## config.mk

```make
export PLATFORM = sky130hd
export DESIGN_NAME = double_ended_queue
export DESIGN_NICKNAME = d
export VERILOG_FILES = /design/src/rtl/dq_pkg.sv /design/src/rtl/dq_ram.sv /design/src/rtl/dq_ctrl.sv /design/src/rtl/double_ended_queue.sv
export SDC_FILE = /design/constraint.sdc
export NUM_CORES = 1
export LEC_CHECK = 0
export CORE_ASPECT_RATIO = 0.7
export CORE_UTILIZATION = 33
export DETAILED_ROUTE_END_ITERATION = 7
export DONT_BUFFER_PORTS = 1
export PLACE_DENSITY = 0.49
export SETUP_SLACK_MARGIN = 0.02
export SLEW_MARGIN = 20
export SYNTH_ARGS = -nofsm -noshare
export SYNTH_HDL_FRONTEND = slang
export SYNTH_SLANG_ARGS = --single-unit
```

## constraint.sdc

```tcl
create_clock -name clk -period 5.4 [get_ports clk]
set_input_delay 0.81 -clock clk [delete_from_list [all_inputs] [get_ports clk]]
set_output_delay 0.81 -clock clk [all_outputs]
set_load 0.005 [all_outputs]
```

## src/rtl/dq_pkg.sv

```systemverilog
// Shared types and codes for the double-ended queue.
// Used by dq_ctrl and double_ended_queue; no dependencies.
`default_nettype none

package dq_pkg;

  localparam int DATA_W   = 32;
  localparam int REQ_W    = 3;
  localparam int STATUS_W = 2;

  typedef enum logic [REQ_W-1:0] {
    REQ_PUSH_FRONT = 3'd0,
    REQ_PUSH_REAR  = 3'd1,
    REQ_POP_FRONT  = 3'd2,
    REQ_POP_REAR   = 3'd3,
    REQ_LIST       = 3'd4
  } req_t;

  typedef enum logic [STATUS_W-1:0] {
    STAT_OK        = 2'd0,
    STAT_UNDERFLOW = 2'd1,
    STAT_FULL      = 2'd2,
    STAT_EMPTY     = 2'd3
  } status_t;

  typedef enum logic {
    ST_IDLE = 1'b0,
    ST_LIST = 1'b1
  } state_t;

  // Result descriptor, registered at the same clock edge as the RAM read data it may select
  typedef struct packed {
    logic    valid;
    status_t status;
    logic    from_ram;
    logic    last;
  } res_t;

endpackage

`default_nettype wire

```

## src/rtl/dq_ram.sv

```systemverilog
// Generic single-port-write, single-port-read RAM with registered read.
// No dependencies.
`default_nettype none

module dq_ram #(
  parameter int WIDTH = 32,
  parameter int DEPTH = 16,
  localparam int AW = (DEPTH > 1) ? $clog2(DEPTH) : 1
) (
  input  logic             clk,
  input  logic             we,
  input  logic [AW-1:0]    waddr,
  input  logic [WIDTH-1:0] wdata,
  input  logic             re,
  input  logic [AW-1:0]    raddr,
  output logic [WIDTH-1:0] rdata
);

  logic [WIDTH-1:0] mem [DEPTH];

  // Write port
  always_ff @(posedge clk) begin
    if (we) begin
      mem[waddr] <= wdata;
    end
  end

  // Registered read port; hold data when not reading
  always_ff @(posedge clk) begin
    if (re) begin
      rdata <= mem[raddr];
    end
  end

endmodule

`default_nettype wire

```

## src/rtl/dq_ctrl.sv

```systemverilog
// Ring controller: head pointer, entry count, list sequencer and RAM access.
// Depends on dq_pkg; drives one dq_ram instance in the top level.
`default_nettype none

module dq_ctrl #(
  parameter int DEPTH = 16,
  localparam int AW = (DEPTH > 1) ? $clog2(DEPTH) : 1,
  localparam int CW = $clog2(DEPTH + 1)
) (
  input  logic                         clk,
  input  logic                         rst,
  input  logic                         start,
  input  logic [dq_pkg::REQ_W-1:0]     req_type,
  input  logic [dq_pkg::DATA_W-1:0]    value,
  output logic                         busy,
  output logic                         mem_we,
  output logic [AW-1:0]                mem_waddr,
  output logic [dq_pkg::DATA_W-1:0]    mem_wdata,
  output logic                         mem_re,
  output logic [AW-1:0]                mem_raddr,
  output dq_pkg::res_t                 res
);

  import dq_pkg::*;

  state_t          state, state_next;
  logic [AW-1:0]   head, head_next;
  logic [CW-1:0]   count, count_next;
  logic [AW-1:0]   ptr, ptr_next;
  logic [CW-1:0]   remain, remain_next;
  res_t            res_next;

  logic            accept;
  logic            full;
  logic            empty;
  logic [AW-1:0]   head_dec;
  logic [AW-1:0]   head_inc;
  logic [AW-1:0]   ptr_inc;
  logic [AW-1:0]   rear_free;
  logic [AW-1:0]   rear_used;

  // Ring index of base + off, wrapped at DEPTH
  function automatic logic [AW-1:0] ring_add(logic [AW-1:0] base, logic [CW-1:0] off);
    logic [CW:0] s;
    s = (CW+1)'(base) + (CW+1)'(off);
    if (s >= (CW+1)'(DEPTH)) begin
      s = s - (CW+1)'(DEPTH);
    end
    return s[AW-1:0];
  endfunction

  assign busy   = (state == ST_LIST);
  assign accept = start && !busy;
  assign full   = (count == CW'(DEPTH));
  assign empty  = (count == '0);

  assign head_dec  = (head == '0) ? AW'(DEPTH - 1) : head - 1'b1;
  assign head_inc  = (head == AW'(DEPTH - 1)) ? '0 : head + 1'b1;
  assign ptr_inc   = (ptr == AW'(DEPTH - 1)) ? '0 : ptr + 1'b1;
  assign rear_free = ring_add(head, count);
  assign rear_used = ring_add(head, count - 1'b1);

  // Next state
  always_comb begin
    state_next = state;
    case (state)
      ST_IDLE: begin
        if (accept && req_type == REQ_LIST && !empty) begin
          state_next = ST_LIST;
        end
      end
      ST_LIST: begin
        if (remain == CW'(1)) begin
          state_next = ST_IDLE;
        end
      end
      default: state_next = ST_IDLE;
    endcase
  end

  // Datapath and RAM control
  always_comb begin
    mem_we      = 1'b0;
    mem_waddr   = head;
    mem_wdata   = value;
    mem_re      = 1'b0;
    mem_raddr   = head;
    head_next   = head;
    count_next  = count;
    ptr_next    = ptr;
    remain_next = remain;
    res_next    = '{valid: 1'b0, status: STAT_OK, from_ram: 1'b0, last: 1'b0};
    case (state)
      ST_IDLE: begin
        if (accept) begin
          res_next.last = 1'b1;
          case (req_type)
            REQ_PUSH_FRONT: begin
              res_next.valid = 1'b1;
              if (full) begin
                res_next.status = STAT_FULL;
              end else begin
                mem_we     = 1'b1;
                mem_waddr  = head_dec;
                head_next  = head_dec;
                count_next = count + 1'b1;
              end
            end
            REQ_PUSH_REAR: begin
              res_next.valid = 1'b1;
              if (full) begin
                res_next.status = STAT_FULL;
              end else begin
                mem_we     = 1'b1;
                mem_waddr  = rear_free;
                count_next = count + 1'b1;
              end
            end
            REQ_POP_FRONT: begin
              res_next.valid = 1'b1;
              if (empty) begin
                res_next.status = STAT_UNDERFLOW;
              end else begin
                mem_re            = 1'b1;
                mem_raddr         = head;
                res_next.from_ram = 1'b1;
                head_next         = head_inc;
                count_next        = count - 1'b1;
              end
            end
            REQ_POP_REAR: begin
              res_next.valid = 1'b1;
              if (empty) begin
                res_next.status = STAT_UNDERFLOW;
              end else begin
                mem_re            = 1'b1;
                mem_raddr         = rear_used;
                res_next.from_ram = 1'b1;
                count_next        = count - 1'b1;
              end
            end
            REQ_LIST: begin
              if (empty) begin
                res_next.valid  = 1'b1;
                res_next.status = STAT_EMPTY;
              end else begin
                ptr_next    = head;
                remain_next = count;
              end
            end
            default: begin
              // drop unknown request codes
              res_next.last = 1'b0;
            end
          endcase
        end
      end
      ST_LIST: begin
        // advance through the ring, one entry per cycle
        mem_re            = 1'b1;
        mem_raddr         = ptr;
        res_next.valid    = 1'b1;
        res_next.from_ram = 1'b1;
        res_next.last     = (remain == CW'(1));
        ptr_next          = ptr_inc;
        remain_next       = remain - 1'b1;
      end
      default: ;
    endcase
  end

  // Control registers
  always_ff @(posedge clk) begin
    if (rst) begin
      state  <= ST_IDLE;
      head   <= '0;
      count  <= '0;
      remain <= '0;
      res    <= '{valid: 1'b0, status: STAT_OK, from_ram: 1'b0, last: 1'b0};
    end else begin
      state  <= state_next;
      head   <= head_next;
      count  <= count_next;
      remain <= remain_next;
      res    <= res_next;
    end
  end

  // List pointer carries no control meaning outside the list state
  always_ff @(posedge clk) begin
    ptr <= ptr_next;
  end

  a_count_bound: assert property (@(posedge clk) disable iff (rst)
    count <= CW'(DEPTH))
    else $error("entry count above ring depth");

  a_list_remain: assert property (@(posedge clk) disable iff (rst)
    (state == ST_LIST) |-> (remain != '0 && remain <= count))
    else $error("list sequencer out of range");

  a_push_grows: assert property (@(posedge clk) disable iff (rst)
    (accept && !full && (req_type == REQ_PUSH_FRONT || req_type == REQ_PUSH_REAR))
      |=> (count == $past(count) + 1'b1))
    else $error("push did not grow the queue");

  a_result_from_pop: assert property (@(posedge clk) disable iff (rst)
    mem_re |=> (res.valid && res.from_ram))
    else $error("RAM read without a matching result");

endmodule

`default_nettype wire

```

## src/rtl/double_ended_queue.sv

```systemverilog
// Double-ended queue top level: ring controller plus one entry RAM.
// Depends on dq_pkg, dq_ctrl and dq_ram.
// Push and pop: result in the cycle after the transaction, a new request each cycle while not busy.
// List of N entries: busy while the single RAM read port walks the ring one entry
// per cycle; each result is registered together with its RAM read data.
// Reset empties the queue (head and count cleared); RAM contents are not cleared.
// The receiver cannot stall: each result is shown for one cycle with strobe.
`default_nettype none

module double_ended_queue #(
  parameter int DEPTH = 16
) (
  input  logic                                 clk,
  input  logic                                 rst,
  input  logic                                 start,
  output logic                                 busy,
  input  logic [dq_pkg::REQ_W-1:0]             req_type,
  input  logic signed [dq_pkg::DATA_W-1:0]     value,
  output logic                                 strobe,
  output logic [dq_pkg::STATUS_W-1:0]          status,
  output logic signed [dq_pkg::DATA_W-1:0]     value_res,
  output logic                                 last
);

  import dq_pkg::*;

  localparam int AW = (DEPTH > 1) ? $clog2(DEPTH) : 1;

  logic              mem_we;
  logic [AW-1:0]     mem_waddr;
  logic [DATA_W-1:0] mem_wdata;
  logic              mem_re;
  logic [AW-1:0]     mem_raddr;
  logic [DATA_W-1:0] mem_rdata;
  res_t              res;

  dq_ctrl #(.DEPTH(DEPTH)) u_ctrl (
    .clk       (clk),
    .rst       (rst),
    .start     (start),
    .req_type  (req_type),
    .value     (DATA_W'(unsigned'(value))),
    .busy      (busy),
    .mem_we    (mem_we),
    .mem_waddr (mem_waddr),
    .mem_wdata (mem_wdata),
    .mem_re    (mem_re),
    .mem_raddr (mem_raddr),
    .res       (res)
  );

  dq_ram #(.WIDTH(DATA_W), .DEPTH(DEPTH)) u_ram (
    .clk   (clk),
    .we    (mem_we),
    .waddr (mem_waddr),
    .wdata (mem_wdata),
    .re    (mem_re),
    .raddr (mem_raddr),
    .rdata (mem_rdata)
  );

  // Present the result transaction; select RAM data only for pops and lists
  assign strobe    = res.valid;
  assign status    = res.status;
  assign last      = res.last;
  assign value_res = (res.valid && res.from_ram) ? signed'(mem_rdata) : '0;

  a_last_on_single: assert property (@(posedge clk) disable iff (rst)
    (strobe && !res.from_ram) |-> last)
    else $error("single result without last");

  a_ok_with_data: assert property (@(posedge clk) disable iff (rst)
    (strobe && res.from_ram) |-> (status == STAT_OK))
    else $error("data result with error status");

  a_busy_strobe: assert property (@(posedge clk) disable iff (rst)
    $fell(busy) |-> (strobe && last))
    else $error("list ended without a final result");

endmodule

`default_nettype wire
```

[Yosys cells after proc, flatten, opt, wreduce, memory -nomap -nowiden]
Memory sizes are Yosys's and may differ from the RTL's. A register that Yosys moved wholly into a read port is not among the register bits.
Cells that the tools add are included.
Storage, ports and cells
  bits in registers: 24
  RAM bits: 512
  input port bits: 38
  output and inout bits: 37
  word-level logic and storage cells: 105
  memories: 1
Cells by class
  add/subtract/negate cells: 10
  $lt $le $gt $ge: 2
  equality and inequality tests: 14
  muxes and demuxes: 49
  bitwise logic cells: 2
  reduce and logical (&&, ||, !) cells: 18
Memories
  u_ram.mem: words 16, bits a word 32, rd ports 1, clocked after memory_dff 1, wr ports 1, line dq_ram.sv:19  | logic [WIDTH-1:0] mem [DEPTH];
Operators with widths (number)
  $mux W4: 16
  $mux W32: 1
  $pmux W4 S2: 4
  $mux W5: 6
  $pmux W5 S2: 2
  $mux W1: 13
  $add A4 B5 Y6: 2
  $ge A6 B5 Y1 const B: 2
  $sub A4 B1 Y4 const B: 3
  $sub A5 B1 Y5 const B: 2
  $pmux W3 S3: 1
  $add A4 B1 Y4 const B: 2
  $eq A4 B4 Y1 const B: 2
  $ne A2 B2 Y1 const B: 4
  $eq A3 B2 Y1 const B: 2
  $pmux W1 S2: 3
  $add A5 B1 Y5 const B: 1
  $eq A5 B1 Y1 const B: 1
  $eq A5 B5 Y1 const B: 1
  $logic_not A5 Y1: 1
  $reduce_and A5 Y1: 1
  $reduce_or A5 Y1: 1
  $logic_and A1 B1 Y1: 4
  $logic_not A4 Y1: 1
  other kinds (14): 19

[Depth between registers and ports, before layout]
Gate-level depths: netlist (run 1).
  word-level depth: 8
  mapped depth: 13
  gate-level depth less buffers: 11

[Modules after synthesis]
A second synthesis (run 1) with hierarchy kept.
Unflattened totals
  cells, all modules: 1159
  area, all modules: 22796.9 um^2
Modules (own cells, without submodules)
  dq_ram: instances 1, cells each 838, area an instance 20155.6 um^2, seq. area each 16335.7 um^2
  dq_ctrl: instances 1, cells each 283, area an instance 2371.0 um^2, seq. area each 520.5 um^2
  double_ended_queue: instances 1, cells each 38, area an instance 270.3 um^2, seq. area each 0.0 um^2

[Worst setup path before layout (run 1)]
OpenSTA, ideal clock, no wires.
  kind: input to register
  from: input req_type[2] in the netlist's numbering
  to: memory u_ram.mem[8][0] (enable)
  setup time: 421 ps
  arrival time: 3596 ps
  required time: 4979 ps
  path slack: 1383 ps
  stages on the path: 7
  buffers on the path: 1
  path through: clkbuf_1 > or3_1 > nor2_1 > o21ai_0 > a22oi_1 > o21ai_0 > nor2_1
Between the ends
  word-level cells in the longest chain between the ends: 7
  elaborated cells between the ends (all ways): 11
  those cells by class: 1 x eq/ne; 8 x mux; 2 x reduce/logical
RTL lines
  start: declaration: line double_ended_queue.sv:17  | input logic [dq_pkg::REQ_W-1:0] req_type,
  $eq A3 B1 Y1 or $logic_not A3 Y1 (tied branches): line dq_ctrl.sv:97  | case (req_type)
  $reduce_or A2 Y1 (no line)
  $mux W1
  $mux W1: line dq_ctrl.sv:95  | if (accept) begin
  $mux W1: line dq_ctrl.sv:93  | case (state)
  $mux W1: line dq_ram.sv:23  | if (we) begin
  $mux W1 (implied by the code): line dq_ram.sv:24  | mem[waddr] <= wdata;
  end: declaration: line dq_ram.sv:19
Parallel ways exist; a longest one is shown, timed or not.

[Worst setup path after layout (run 1)]
  from: register u_ctrl.count[1]
  to: register u_ram.rdata[29], read port of u_ram.mem, data pin
Between the ends
  word-level cells in the longest chain between the ends: 8
  elaborated cells between the ends (all ways): 14
  those cells by class: 3 x add/sub; 1 x order compare; 9 x mux; 1 x reduce/logical
RTL lines
  start: declaration: line dq_ctrl.sv:28  | logic [CW-1:0] count, count_next;
  start signal: assignment: line dq_ctrl.sv:183  | count <= count_next;
  $sub A5 B1 Y5: line dq_ctrl.sv:61  | assign rear_used = ring_add(head, count - 1'b1);
  $add A4 B5 Y6: line dq_ctrl.sv:45  | s = (CW+1)'(base) + (CW+1)'(off);
  $ge A6 B5 Y1 or $sub A4 B1 Y4 (tied branches): line dq_ctrl.sv:46, dq_ctrl.sv:47
  $mux W4: line dq_ctrl.sv:46  | if (s >= (CW+1)'(DEPTH)) begin
  $mux W4: line dq_ctrl.sv:133  | if (empty) begin
  $mux W4
  $mux W4: line dq_ctrl.sv:95
  $pmux W4 S2: line dq_ctrl.sv:93
  end: declaration: line dq_ram.sv:16  | output logic [WIDTH-1:0] rdata
Parallel ways exist; a longest one is shown, timed or not.
A chain may end at the register's enable or synchronous reset.

==> impl_metrics.csv, run 1 <==
group,metric,value,unit
placement,place.port_buffers,0,
sta,tns,0,ns
routing,drc,0,
cells_and_area,drive_above_1_share,0.0834,
cells_and_area,seqCellArea,16900,um^2
sta,slew_violations,0,
logic_synthesis,ys.flop_type,"edfxtp_1",
logic_synthesis,synth.distinct_cells,59,
grt,grt_pass1_wl,91900,um
grt,grt_util_all_layers,0.174,
sta,finalSetupViolations,0,
setup_path,path_class,"flip-flop to flip-flop",
logic_synthesis,ys_async_sr_fraction,0,
clock_network,hold_buffers,0,
grt,grt_pass1_vias,13600,
clock_network,cts_setup_buffers,0,
logic_synthesis,netlist_instances,1699,
setup_path,crit_fanout,83,
logic_synthesis,synth-seq-cells,568,
pwr,p_clk_frac,0.393,
setup_path,crit_chain,"inv_1, ha_1, fa_1, or4_1, and3_4, buf_12, a21o_1, a21oi_1, a211oi_1, a211o_1",
routing,dr.pass1.iters,5,
sta,period_needed,3.98,ns
clock_network,cts_root_buffer,"clkbuf_16",
routing,post_drt_wl_per_cell,23.8,um
clock_network,postCtsResizedCells,0,
clock_network,clk_path_buf_depth,3,
cells_and_area,multi_input_area,5760,um^2
pwr,switching_share,0.230,
sta,max_freq,251,MHz
hold_path,min-delay-path-class,"input port to flip-flop",
grt,antenna_found_initial,0,
pwr,power_density,358,nW/um^2
setup_path,end_kind,"flip-flop",
setup_path,crit_path_start_kind,"flip-flop",
sta,rsz0062_at_grt,"false",
clock_network,clkTransAtPathRegs,0.06,ns
die,rows,80,
setup_path,cp_slowest_cell,"or4_1",
logic_synthesis,synth.avg_cell_area,13.6,um^2
setup_path,worstPathRequired,5.77,ns
logic_synthesis,synth_warnings,0,
die,die_w,318,um
cells_and_area,syn_to_final_growth,12.0,%
setup_path,rrSetupSlack,1.42,ns
pwr,p_leak,8.29,nW
pwr,p_switching,2.13,mW
cells_and_area,nFillCells,6475,
die,start_util,0.336,
cells_and_area,final_cell_mix,"548 x edfxtp_1, 338 x nand2_1, 245 x a21oi_1",
sta,slew_headroom,0.320,
run_status,outcome,"finished, final reports clean",
pwr,ir_drop,0.214,mV
pwr,p_seq_frac,0.531,
pwr,power,9.26,mW
grt,gr-total-overflow,0,
clock_network,cts_tree,"yes",
sta,finalHoldViolations,0,
die,io_pins,75,
sta,fin_skew,0.0186,ns
setup_path,critPathMaxStageDelay,0.58,ns
clock_network,clock_sinks,568,
routing,vias,13900,
die,die_area,71100,um^2
pwr,combPwrFrac,0.075,
run,cap_violations,0,
logic_synthesis,syn_nets,1753,
cells_and_area,nets,1726,
sta,tightest_slew,1.02,ns
placement,hpwl,31600,um
logic_synthesis,yosysSeqAreaShare,0.730,
clock_network,clk_latency,0.62,ns
clock_network,cts_buffers,53,
grt,grt_max_degree,109,
routing,wl,62200,um
cells_and_area,insertedDiodeCount,0,
setup_path,crit_family,"simple AND/OR/NAND/NOR gates",
cells_and_area,final_common_cell,"edfxtp_1",
setup_path,cp_num_buf_inv,2,
clock_network,htreeDepth,2,
routing,final_antenna_net_count,0,
placement,gp_congestion,0.783,
routing,drt_iter0_markers,1363,
die,die_y,223,um
sta,post-route-period-util,0.737,
routing,vias_per_cell,5.30,
setup_path,arrival,4.35,ns
die,coreArea,68700,um^2
pwr,internal-power,7.14,mW
cells_and_area,final_util,0.377,
logic_synthesis,syn-cell-area,23100,um^2
logic_synthesis,synth_edf_count,548,
==> Yosys cell counts (3+ instances only) <==
library cell | count | area share
dfxtp_1 | 20 | 0.017
o21a_1 | 4 | 0.0013
buf_6 | 13 | 0.0063
ha_1 | 14 | 0.0076
mux2i_1 | 3 | 0.0013
a32oi_1 | 33 | 0.013
a31oi_1 | 3 | 0.00081
nand3_1 | 13 | 0.0028
nor4_1 | 4 | 0.0011
nor2_1 | 42 | 0.0068
buf_2 | 21 | 0.0046
nor3_1 | 8 | 0.0017
clkbuf_1 | 67 | 0.011
buf_4 | 9 | 0.0029
xor2_1 | 4 | 0.0015
a32o_1 | 31 | 0.013
xnor2_1 | 7 | 0.0027
a211oi_1 | 37 | 0.012
and3_1 | 34 | 0.0092
or3_1 | 3 | 0.00081
a211o_1 | 31 | 0.012
edfxtp_1 | 548 | 0.71
nand2b_1 | 8 | 0.0022
o21ai_0 | 22 | 0.0048
a21oi_1 | 245 | 0.053
nor2b_1 | 5 | 0.0014
inv_1 | 17 | 0.0028
a22oi_1 | 34 | 0.011
buf_1 | 10 | 0.0016
nand2_1 | 338 | 0.055
a21o_1 | 32 | 0.010
or4_1 | 3 | 0.00097
==> worst reg2reg max path: cells and delay by family (launching register included) <==
family,cells,cell delay (ns)
buffers and inverters,2,0.52
AO/OA/AOI/OAI,4,0.94
flip-flops,1,0.51
AND/OR/NAND/NOR,2,1.01
adder cells (fa/ha/maj),2,0.75
==> per-stage QoR <==
| step | hold WS, ns | cells | worst slack (ns) | instance area [um^2] |
|---|---|---|---|---|
| 2_1_floorplan | 0.449 | 1699 | 1.38 | 23100 |
| 3_3_place_gp | 0.456 | 2519 | 1.47 | 24200 |
| 3_5_place_dp | 0.471 | 2519 | 1.45 | 24200 |
| 4_1_cts | 0.209 | 2617 | 1.44 | 25900 |
| 5_1_grt | 0.225 | 2617 | 1.16 | 25900 |
| 6_report | 0.260 | 2617 | 1.42 | 25900 |
==> sequential cells by signal, indices dropped and copies added (netlist names) <==
name / count
u_ctrl.remain: 5
u_ctrl.ptr: 4
u_ram.rdata: 32
u_ram.mem: 512
u_ctrl.res: 5
u_ctrl.busy: 1
u_ctrl.head: 4
u_ctrl.count: 5
==> routing by layer <==
metal | vias up | share of wire | GRT usage
met5 | - | 0 | 0
li1 | 6397 | - | -
met1 | 7008 | 0.47 | 0.250
met2 | 386 | 0.45 | 0.270
met3 | 78 | 0.058 | 0.0337
met4 | 0 | 0.021 | 0.0475
==> logic make-up after synthesis <==
logic type,after synthesis,synth area share
AND/OR/NAND/NOR,469,0.0868
buffers and inverters,138,0.0293
flip-flops,568,0.730
multiplexers,3,0.00130
XOR/XNOR,12,0.00488
AO/OA/AOI/OAI,493,0.139
adder cells (fa/ha/maj),16,0.00932
==> area by class of cell <==
class                   instances  area share
clock buffers                  67      0.0549
well taps                     902      0.0436
inverters                      17     0.00247
multi-input cells             993       0.222
flip-flops and latches        568       0.652
clock inverters                31     0.00885
repair buffers                 39      0.0162
==> power by group through the flow <==
stage | clock (mW) | combinational, mW | sequential [mW]
after CTS | 3.74 | 0.708 | 4.92
final | 3.64 | 0.699 | 4.92
after global placement | 0 | 0.704 | 5.02
after floorplan | 0 | 0.511 | 5.00
after detailed placement | 0 | 0.704 | 5.02
after global routing | 3.89 | 0.773 | 4.92
==> path summary, 6_finish.rpt <==
path                         start                to  depth (start not counted)
setup / recovery   u_ctrl.count[1]   u_ram.rdata[29]                         10
hold / removal                 rst   u_ctrl.count[4]                          1
setup reg to reg   u_ctrl.count[1]   u_ram.rdata[29]                         10
hold reg to reg   u_ctrl.remain[3]  u_ctrl.remain[3]                          2
(Power assumes the default switching activity.)
==> run 2, diff against run 1 <==
Settings changed: ABC_AREA set to 1, PLACE_DENSITY 0.49 to 0.5.
Clock period 5.4 ns to 3.6 ns, I/O delays scaled along.
==> run 2 against run 1 <==
  * Combinational power rose by 110%
  * Clock power increased by 58%
  * Critical path depth up 1
  * Non-clock buffer count grew 50
  * Sequential power increased by 50%
  * Count of clock-buffer cells in the layout rose by 3
  * Synthesized area is 10% higher
  * Fmax grew 25%
  * Synthesized cell count increased by 43%
  * Wire length grew 12%
==> impl_metrics.csv, run 2 <==
group,metric,value,unit
setup_path,worstPathRequired,3.87,ns
setup_path,crit_chain,"inv_1, ha_1, nand3_1, o21ai_0, o22ai_1, inv_1, nor2_1, a21oi_1, nand2_1, nor2_4, buf_4",
sta,period_needed,3.20,ns
logic_synthesis,synth_top_cell_by_area,"edfxtp_1",
setup_path,rr_endpoint,"u_ram.mem[12][25]",
sta,finalSetupViolations,0,
logic_synthesis,ys.flop_type,"edfxtp_1",
setup_path,arrival,3.46,ns
clock_network,htreeDepth,2,
setup_path,crit_family,"simple AND/OR/NAND/NOR gates",
clock_network,clkTransAtPathRegs,0.07,ns
logic_synthesis,yosys.cell_count.top_type,"nand3_1",
die,start_util,0.336,
pwr,combPwrFrac,0.099,
logic_synthesis,synth_top_area_share,0.648,
logic_synthesis,netlist_instances,2430,
logic_synthesis,synth.avg_cell_area,10.5,um^2
pwr,ir_drop,0.291,mV
sta,rsz0062_at_grt,"false",
grt,grt_pass1_vias,17100,
setup_path,cp_slowest_cell,"o21ai_0",
clock_network,cts_root_buffer,"clkbuf_16",
die,coreArea,75700,um^2
cells_and_area,largest_reg_flops,512,
clock_network,clk_latency,0.63,ns
sta,tightest_slew,0.854,ns
logic_synthesis,netlist_top_cells_count,"596 x nand3_1, 548 x edfxtp_1, 509 x nand2_1",
setup_path,regToRegStartpoint,"u_ctrl.count[1]",
routing,vias,17200,
logic_synthesis,synth_warnings,0,
grt,gr-total-overflow,0,
pwr,p_clk_frac,0.395,
logic_synthesis,syn_nets,2484,
setup_path,crit_path_start_kind,"flip-flop",
routing,final_antenna_net_count,0,
sta,tns,0,ns
routing,drt_iter0_markers,1449,
grt,grt_max_degree,144,
setup_path,crit_fanout,18,
die,io_pins,75,
setup_path,crit_path_frequent_cell,"inv_1",
clock_network,cts_buffers,56,
pwr,p_switching,3.56,mW
pwr,power,14.6,mW
clock_network,cts_setup_buffers,0,
routing,dr.pass1.iters,7,
sta,fin_skew,0.0220,ns
hold_path,hold_path_depth,1,
logic_synthesis,synth_edf_count,548,
setup_path,path_class,"flip-flop to flip-flop",
cells_and_area,drive_above_1_share,0.0668,
setup_path,reg2regPathDepth,11,
die,die_area,78100,um^2
setup_path,end_kind,"flip-flop",
placement,hpwl,35300,um
cells_and_area,nets,2487,
setup_path,critPathMaxStageDelay,0.41,ns
logic_synthesis,syn-cell-area,25400,um^2
logic_synthesis,ys_async_sr_fraction,0,
routing,drc,0,
logic_synthesis,synth-seq-cells,568,
logic_synthesis,synth.distinct_cells,36,
clock_network,cts_tree,"yes",
sta,slew_headroom,0.431,
setup_path,rrSetupSlack,0.40,ns
pwr,switching_share,0.244,
pwr,p_leak,11.6,nW
cells_and_area,final_common_cell,"nand3_1",
grt,antenna_found_initial,4,
clock_network,clock_sinks,568,
routing,vias_per_cell,4.96,
cells_and_area,syn_to_final_growth,13.7,%
hold_path,min-delay-start,"rst",
routing,post_drt_wl_per_cell,20.1,um
logic_synthesis,ys_top_cells_by_area,"edfxtp_1 65%, nand3_1 12%, nand2_1 7.5%",
pwr,p_seq_frac,0.506,
cells_and_area,top_register,"u_ram.mem",
setup_path,cp_num_buf_inv,3,
die,die_y,234,um
hold_path,min_to,"u_ctrl.res[0]",
clock_network,clk_path_buf_depth,3,
cells_and_area,top_regs,"u_ram.mem: 512 flops, u_ram.rdata: 32 flops",
die,rows,84,
hold_path,min-delay-path-class,"input port to flip-flop",
grt,grt_util_all_layers,0.179,
run,cap_violations,0,
sta,post-route-period-util,0.888,
sta,max_freq,313,MHz
cells_and_area,final_cell_mix,"596 x nand3_1, 548 x edfxtp_1, 506 x nand2_1",
die,die_w,334,um
grt,grt_pass1_wl,106000,um
logic_synthesis,yosysSeqAreaShare,0.664,
pwr,internal-power,11.0,mW
sta,slew_violations,0,
pwr,power_density,506,nW/um^2
routing,wl,69500,um
run_status,outcome,"finished, final reports clean",
placement,place.port_buffers,0,
cells_and_area,nFillCells,7328,
placement,gp_congestion,0.858,
sta,finalHoldViolations,0,
[run 2: changes by cell type after synthesis, sizes merged, moves of 39 or more]
cell,delta
nand3,+586
inv,+365
a21oi,-229
nand2,+174
buf,+62
nand3b,+46
nor2,+46
clkbuf,-39
[run 2: metal layers]
layer	up-vias	share of wire	track usage	wire [um]
li1	8149	-	-	-
met5	-	0.00050	0	35
met2	413	0.46	0.297	32100
met3	116	0.048	0.0267	3330
met4	6	0.023	0.0498	1570
met1	8486	0.47	0.245	32500
[run 2: power groups by stage]
| stage | logic [mW] | clock network (mW) | registers, mW |
|---|---|---|---|
| after floorplan | 0.943 | 0 | 7.52 |
| after global placement | 1.34 | 0 | 7.53 |
| after detailed placement | 1.34 | 0 | 7.54 |
| after CTS | 1.46 | 5.90 | 7.39 |
| after global routing | 1.62 | 6.13 | 7.40 |
| final | 1.45 | 5.76 | 7.39 |
[run 2: worst reg2reg max path, delay by kind of cell (launching register included)]
kind                       cells  cell delay [ns]
adders and majority gates      1             0.23
DFF                            1             0.39
and+or+nand+nor                4             0.87
buffers and inverters          3             0.59
AOI/OAI and AO/OA              3             0.73
[run 2: cells by family (layout without fill, tap and decap cells)]
| group | after synthesis | count (layout) | synth area share |
|---|---|---|---|
| AND/OR/NAND/NOR | 1252 | 1252 | 0.224 |
| flip-flops | 568 | 568 | 0.664 |
| buffers and inverters | 526 | 566 | 0.0871 |
| AO/OA/AOI/OAI | 56 | 56 | 0.0132 |
| adder cells (fa/ha/maj) | 16 | 16 | 0.00847 |
| XOR/XNOR | 12 | 12 | 0.00414 |
| other | 0 | 2 | 0 |
[run 2: repair_timing]
| item | 4_1_cts | 5_1_grt |
|---|---|---|
| endpoints found under the hold margin | 523 | 0 |
| endpoints found under the setup margin | 0 | 0 |
| resized for setup | 0 | 0 |
| hold buffers | 33 | 0 |
[run 2: worst max path at each step]
| stage | start | to | slack [ns] | depth (start not counted) |
|---|---|---|---|---|
| global route | u_ctrl.count[1] | u_ram.mem[6][27] | 0.25 | 12 |
| floorplan | u_ctrl.head[0] | u_ram.mem[0][0] | 0.14 | 10 |
| finish | u_ctrl.count[1] | u_ram.mem[12][25] | 0.40 | 11 |
| CTS | u_ctrl.count[1] | u_ram.rdata[30] | 0.47 | 11 |
| global placement | u_ctrl.count[1] | u_ram.rdata[30] | 0.59 | 11 |
| detailed placement | u_ctrl.count[1] | u_ram.rdata[30] | 0.51 | 11 |
[run 2: cell type report]
| class | instances | area (um^2) | area share |
|---|---|---|---|
| diodes | 2 | 5.00 | 0.000173 |
| flip-flops and latches | 568 | 16900 | 0.584 |
| repair buffers | 89 | 1100 | 0.0381 |
| clock buffers | 70 | 1480 | 0.0511 |
| well taps | 989 | 1240 | 0.0429 |
| inverters | 382 | 1440 | 0.0497 |
| multi-input cells | 1336 | 6500 | 0.225 |
| clock inverters | 25 | 264 | 0.00914 |
[run 2: stage by stage]
step	instances	hold slack, ns	instance area [um^2]	util	worst slack [ns]
final	3461	0.0521	28900	0.382	0.404
after global routing	3460	0.0421	28900	0.382	0.246
after CTS	3459	0.0161	28900	0.382	0.473
after detailed placement	3331	0.490	26800	0.354	0.510
after global placement	3331	0.471	26800	0.354	0.594
after floorplan	2430	0.468	25400	-	0.138
